===== src/rtl/core/lfuws_pkg.sv =====
`timescale 1ns / 1ps
`default_nettype none

package lfuws_pkg;

  // cache geometry
  localparam int WAYS    = 16;
  localparam int WAY_W   = (WAYS > 1) ? $clog2(WAYS) : 1;
  localparam int TAG_W   = 32;
  localparam int COUNT_W = 32;
  localparam int WAYF_W  = 4;

  localparam logic [COUNT_W-1:0] COUNT_ALL_ONES = {COUNT_W{1'b1}};

  // transaction kinds
  localparam logic KIND_LOOKUP = 1'b0;
  localparam logic KIND_FLUSH  = 1'b1;

  // update broadcast to every cell
  typedef enum logic [1:0] {
    OP_NONE  = 2'd0,
    OP_CLEAR = 2'd1,
    OP_INC   = 2'd2,
    OP_WRITE = 2'd3
  } op_t;

  typedef struct packed {
    op_t              op;
    logic [WAY_W-1:0] idx;
    logic [TAG_W-1:0] tag;
    logic             halve;
  } cmd_t;

  // search token handed from cell to cell
  typedef struct packed {
    logic               valid;
    logic [TAG_W-1:0]   tag;
    logic               found;
    logic [WAY_W-1:0]   found_way;
    logic [COUNT_W-1:0] found_count;
    logic [COUNT_W-1:0] low_count;
    logic [WAY_W-1:0]   min_way;
  } tok_t;

  // low bits of a way number as carried in the result
  function automatic logic [WAYF_W-1:0] way_field(input logic [WAY_W-1:0] idx);
    logic [63:0] wide;
    wide = 64'(idx);
    return wide[WAYF_W-1:0];
  endfunction

endpackage

`default_nettype wire


===== src/rtl/core/lfuws_cell.sv =====
`timescale 1ns / 1ps
`default_nettype none

module lfuws_cell (
  input  wire logic                        clk,
  input  wire logic                        rst_n,
  input  wire logic [lfuws_pkg::WAY_W-1:0] cell_idx,
  input  wire lfuws_pkg::cmd_t             cmd,
  input  wire lfuws_pkg::tok_t             tok_in,
  output lfuws_pkg::tok_t                  tok_out
);

  logic [lfuws_pkg::TAG_W-1:0]   tag_r, tag_nxt;
  logic [lfuws_pkg::COUNT_W-1:0] count_r, count_nxt;
  lfuws_pkg::tok_t               tok_r, tok_nxt;
  logic                          sel;
  logic                          match;

  // apply the broadcast update to this way
  always_comb begin
    tag_nxt   = tag_r;
    count_nxt = count_r;
    sel       = (cmd.idx == cell_idx);
    case (cmd.op)
      lfuws_pkg::OP_CLEAR: begin
        tag_nxt   = '0;
        count_nxt = '0;
      end
      lfuws_pkg::OP_INC: begin
        if (sel) begin
          count_nxt = count_r + lfuws_pkg::COUNT_W'(1);
        end
        if (cmd.halve) begin
          count_nxt = {1'b0, count_nxt[lfuws_pkg::COUNT_W-1:1]};
        end
      end
      lfuws_pkg::OP_WRITE: begin
        if (sel) begin
          tag_nxt   = cmd.tag;
          count_nxt = lfuws_pkg::COUNT_W'(1);
        end
      end
      default: begin
        tag_nxt   = tag_r;
        count_nxt = count_r;
      end
    endcase
  end

  // fold this way into the passing search token
  always_comb begin
    tok_nxt = tok_in;
    match   = (tag_r == tok_in.tag);
    if (!tok_in.found && match) begin
      tok_nxt.found       = 1'b1;
      tok_nxt.found_way   = cell_idx;
      tok_nxt.found_count = count_r;
    end
    if (count_r < tok_in.low_count) begin
      tok_nxt.low_count = count_r;
      tok_nxt.min_way   = cell_idx;
    end
  end

  always_ff @(posedge clk) begin
    if (!rst_n) begin
      tag_r   <= '0;
      count_r <= '0;
      tok_r   <= '0;
    end else begin
      tag_r   <= tag_nxt;
      count_r <= count_nxt;
      tok_r   <= tok_nxt;
    end
  end

  assign tok_out = tok_r;

endmodule

`default_nettype wire


===== config.mk =====
export PLATFORM = sky130hd
export DESIGN_NAME = lfuws_cell
export DESIGN_NICKNAME = d
export VERILOG_FILES = /design/src/rtl/core/lfuws_pkg.sv /design/src/rtl/core/lfuws_cell.sv
export SDC_FILE = /design/constraint.sdc
export NUM_CORES = 1
export LEC_CHECK = 0
export BUFFER_PORTS_ARGS = -buffer_cell sky130_fd_sc_hd__buf_2
export CAP_MARGIN = 15
export CORE_MARGIN = 4
export CORE_UTILIZATION = 40
export CTS_CLUSTER_SIZE = 10
export DETAILED_ROUTE_END_ITERATION = 12
export GPL_ROUTABILITY_DRIVEN = 0
export PLACE_DENSITY = 0.61
export SETUP_SLACK_MARGIN = 0.4
export SLEW_MARGIN = 20
export SYNTH_ARGS = -nofsm -noshare
export SYNTH_HDL_FRONTEND = slang
export SYNTH_SLANG_ARGS = --single-unit

===== constraint.sdc =====
create_clock -name clk -period 4.3 [get_ports clk]
set_clock_uncertainty 0.1 [all_clocks]
set_input_delay 0.215 -clock clk [delete_from_list [all_inputs] [get_ports clk]]
set_output_delay 0.215 -clock clk [all_outputs]
set_load 0.02 [all_outputs]

==> flow_metrics.py <==
metrics = {
    "outcome": {
        "outcome": "complete, no violations",
    },
    "critical_path": {
        "cp-end-kind": "flip-flop",
        "worst-setup-path-type": "flip-flop to flip-flop",
        "path_cells": "ha_1 > a2111oi_0 > o21ai_0 > a2111o_1 > a21oi_4 > buf_12 > mux2i_1 > dlygate4sd3_1",
        "critPathLaunchType": "flip-flop",
        "required_ns": 4.58,
        "cp-endpoint": "tok_out[2]",
        "cp_max_fo": 27,
        "slowest_delay_ns": 0.55,
        "arrival_ns": 3.81,
        "cp-startpoint": "count_r[1]",
        "reg2reg_slack_ns": 0.76,
        "cp_slowest_cell": "dlygate4sd3_1",
        "regToRegEndpoint": "tok_out[2]",
        "r2r_cells": 8,
        "r2r-start": "count_r[1]",
    },
    "pwr": {
        "p_clk_share_pct": 42.9,
        "vdd_drop_max_uv": 243,
        "pwr-share-seq_pct": 44.4,
        "power_density_nw_per_um2": 311,
        "p_int_mw": 2.63,
        "p_switching_mw": 1.03,
        "p_sw_share_pct": 28.1,
        "pwr-share-comb_pct": 12.6,
        "p_leak_nw": 5.53,
    },
    "sta": {
        "rsz0062_at_grt": "false",
        "fin_tns_setup_ns": 0,
        "setup_ws_ns": 0.763,
        "tightest_slew_ns": 0.841,
        "fmax_mhz": 283,
        "fin_hold_ws_ns": 0.0131,
        "period_needed_ns": 3.54,
        "hold_viol": 0,
        "slew-limit-headroom_pct": 43.8,
        "post-route-period-util_pct": 82.2,
        "final_max_slew_viol_count": 0,
        "setup_viol": 0,
    },
    "min_path": {
        "hp-start": "cell_idx[0]",
        "hp-class": "primary input to flip-flop",
        "whs_path_depth": 3,
    },
    "logic_synthesis": {
        "yosys.area.top_type": "dfxtp_1",
        "synth_cell_types": 60,
        "avgSynthCellArea_sq_um": 8.75,
        "synthTopCellsByArea": "dfxtp_1 (41%), mux2i_1 (8.9%), xor2_1 (5.3%)",
        "synth_seq_area_share_pct": 41.3,
        "yosysMostFrequentCell": "dfxtp_1",
        "synth_fp_nets": 1125,
        "synthFlopType": "dfxtp_1",
        "synthTopCellsByCount": "dfxtp_1 (170), nand2_1 (114), nor2_1 (101)",
        "synth-seq-cells": 170,
        "yosys_warnings": 0,
        "synthArstFlopShare_pct": 0,
        "synth_top_area_share_pct": 41.3,
        "synthCells": 942,
        "synth_edf_count": 0,
        "netlist_area_sq_um": 8250,
    },
    "layout": {
        "drive_gt1_share_pct": 24.0,
        "fin_nets": 1491,
        "syn_to_final_growth_pct": 42.5,
        "antenna_cells": 0,
        "fin_util_pct": 58.1,
    },
    "clock_network": {
        "path_clk_slew_ns": 0.07,
        "cts_resized": 0,
        "cts_buffers": 17,
        "cts_tree": "done",
        "postCtsSetupBuffers": 0,
        "root_buffer": "clkbuf_16",
        "clock_sinks": 170,
        "htree_levels": 4,
        "clkLatencyLatePin_ns": 0.43,
        "cts_buffer_depth": 2,
    },
    "global_routing": {
        "grt_pass1_wl_um": 41600,
        "grt_pass1_vias": 8130,
        "antenna_found_initial": 1,
        "overflow": 0,
        "grtUsageTotal_pct": 22.8,
        "grt_max_degree": 64,
    },
    "place": {
        "hpwlAfterDp_um": 17700,
        "dpl_worst_slack_ns": 1.27,
        "io_buffers": 256,
    },
    "routing": {
        "routed_wl_um": 26600,
        "drc_errors": 0,
        "via_count": 8172,
        "via_per_inst": 5.14,
        "drt-wirelength-per-cell_um": 16.7,
        "drt_iter0_markers": 423,
        "ant_nets": 0,
        "drtPass1Iterations": 5,
    },
    "floorplan": {
        "dieArea_sq_um": 23000,
        "rows": 52,
        "fp.dieH_um": 152,
        "initial_utilization_pct": 40.7,
        "die_w_um": 152,
        "ios": 257,
        "coreArea_sq_um": 20200,
    },
    "run": {
        "cap_violations": 0,
    },
}
## placed cells by master, fill, tap and decap left out, types with 8 or more instances in the layout
cell,count
a21oi_1,22
a22oi_1,34
and2_1,34
and4_1,8
buf_2,255
buf_4,12
clkbuf_16,17
dfxtp_1,170
dlygate4sd3_1,144
ha_1,32
inv_1,35
mux2i_1,73
nand2_1,114
nand3_1,22
nand4_1,17
nor2_1,100
nor3_1,16
nor4_1,17
o21ai_0,28
xnor2_1,12
xor2_1,50
## metrics by stage
step                instances  power [mW]  area (sq um)
floorplan                 942        1.85          8250
global placement         1415        2.01          9700
detailed placement       1415        2.01          9700
CTS                      1591        3.68         11800
global route             1591        3.80         11800
finish                   1591        3.65         11800
## state kept, by name, indices dropped and copies added (netlist names)
name / cells
count_r: 32
tag_r: 32
tok_out: 106
## timing repair
action / 4_1_cts / 5_1_grt
endpoints found under the setup margin: 0 / 0
hold buffers: 144 / 0
hold endpoints to repair: 138 / 0
## worst min path at each step
stage / to / slack (ns)
5_1_grt: tok_out[68] / 0.01
2_1_floorplan: count_r[0] / 0.21
4_1_cts: tok_out[68] / 0.002
6_report: tok_out[68] / 0.01
3_3_place_gp: tok_out[105] / 0.32
3_5_place_dp: tok_out[105] / 0.33
## power groups by stage
stage	combinational (mW)	clock [mW]	sequential, mW
2_1_floorplan	0.137	0	1.71
3_3_place_gp	0.352	0	1.66
3_5_place_dp	0.354	0	1.66
4_1_cts	0.458	1.60	1.62
5_1_grt	0.504	1.67	1.63
6_report	0.462	1.57	1.62
## cell families (layout without fill, tap and decap cells)
logic type                 after synthesis  after routing  synth area share, %
AOI/OAI and AO/OA                      145            145                 12.1
and+or+nand+nor                        359            359                 21.0
DFF                                    170            170                 41.3
adders and majority gates               32             32                 4.86
buffers and inverters                  101            480                 5.31
xor gates and xnor gates                62             62                 6.59
muxes                                   73             73                 8.86
## per-layer routing
layer | track usage [%] | up-vias | wire length, um
li1 | - | 4006 | -
met1 | 28.8 | 3831 | 11300
met2 | 38.9 | 304 | 13000
met3 | 5.29 | 29 | 1890
met4 | 6.47 | 2 | 384
met5 | 0 | - | 7
## critical path, delay by kind of cell (launching register included)
| family | cells | cell delay (ns) |
|---|---|---|
| adder cells (fa/ha/maj) | 1 | 0.30 |
| multiplexers | 1 | 0.20 |
| buffers and inverters | 2 | 0.83 |
| flip-flops | 1 | 0.49 |
| AO/OA/AOI/OAI | 4 | 1.54 |
## cell type report
| type | instances | area, sq um |
|---|---|---|
| clock buffer | 17 | 425 |
| sequential | 170 | 3400 |
| clock inverter | 15 | 189 |
| fill | 1785 | 8480 |
| tap | 270 | 338 |
| inverter | 36 | 136 |
| timing repair buffer | 412 | 2830 |
| multi-input combinational | 671 | 4430 |
(Power assumes the default switching activity.)
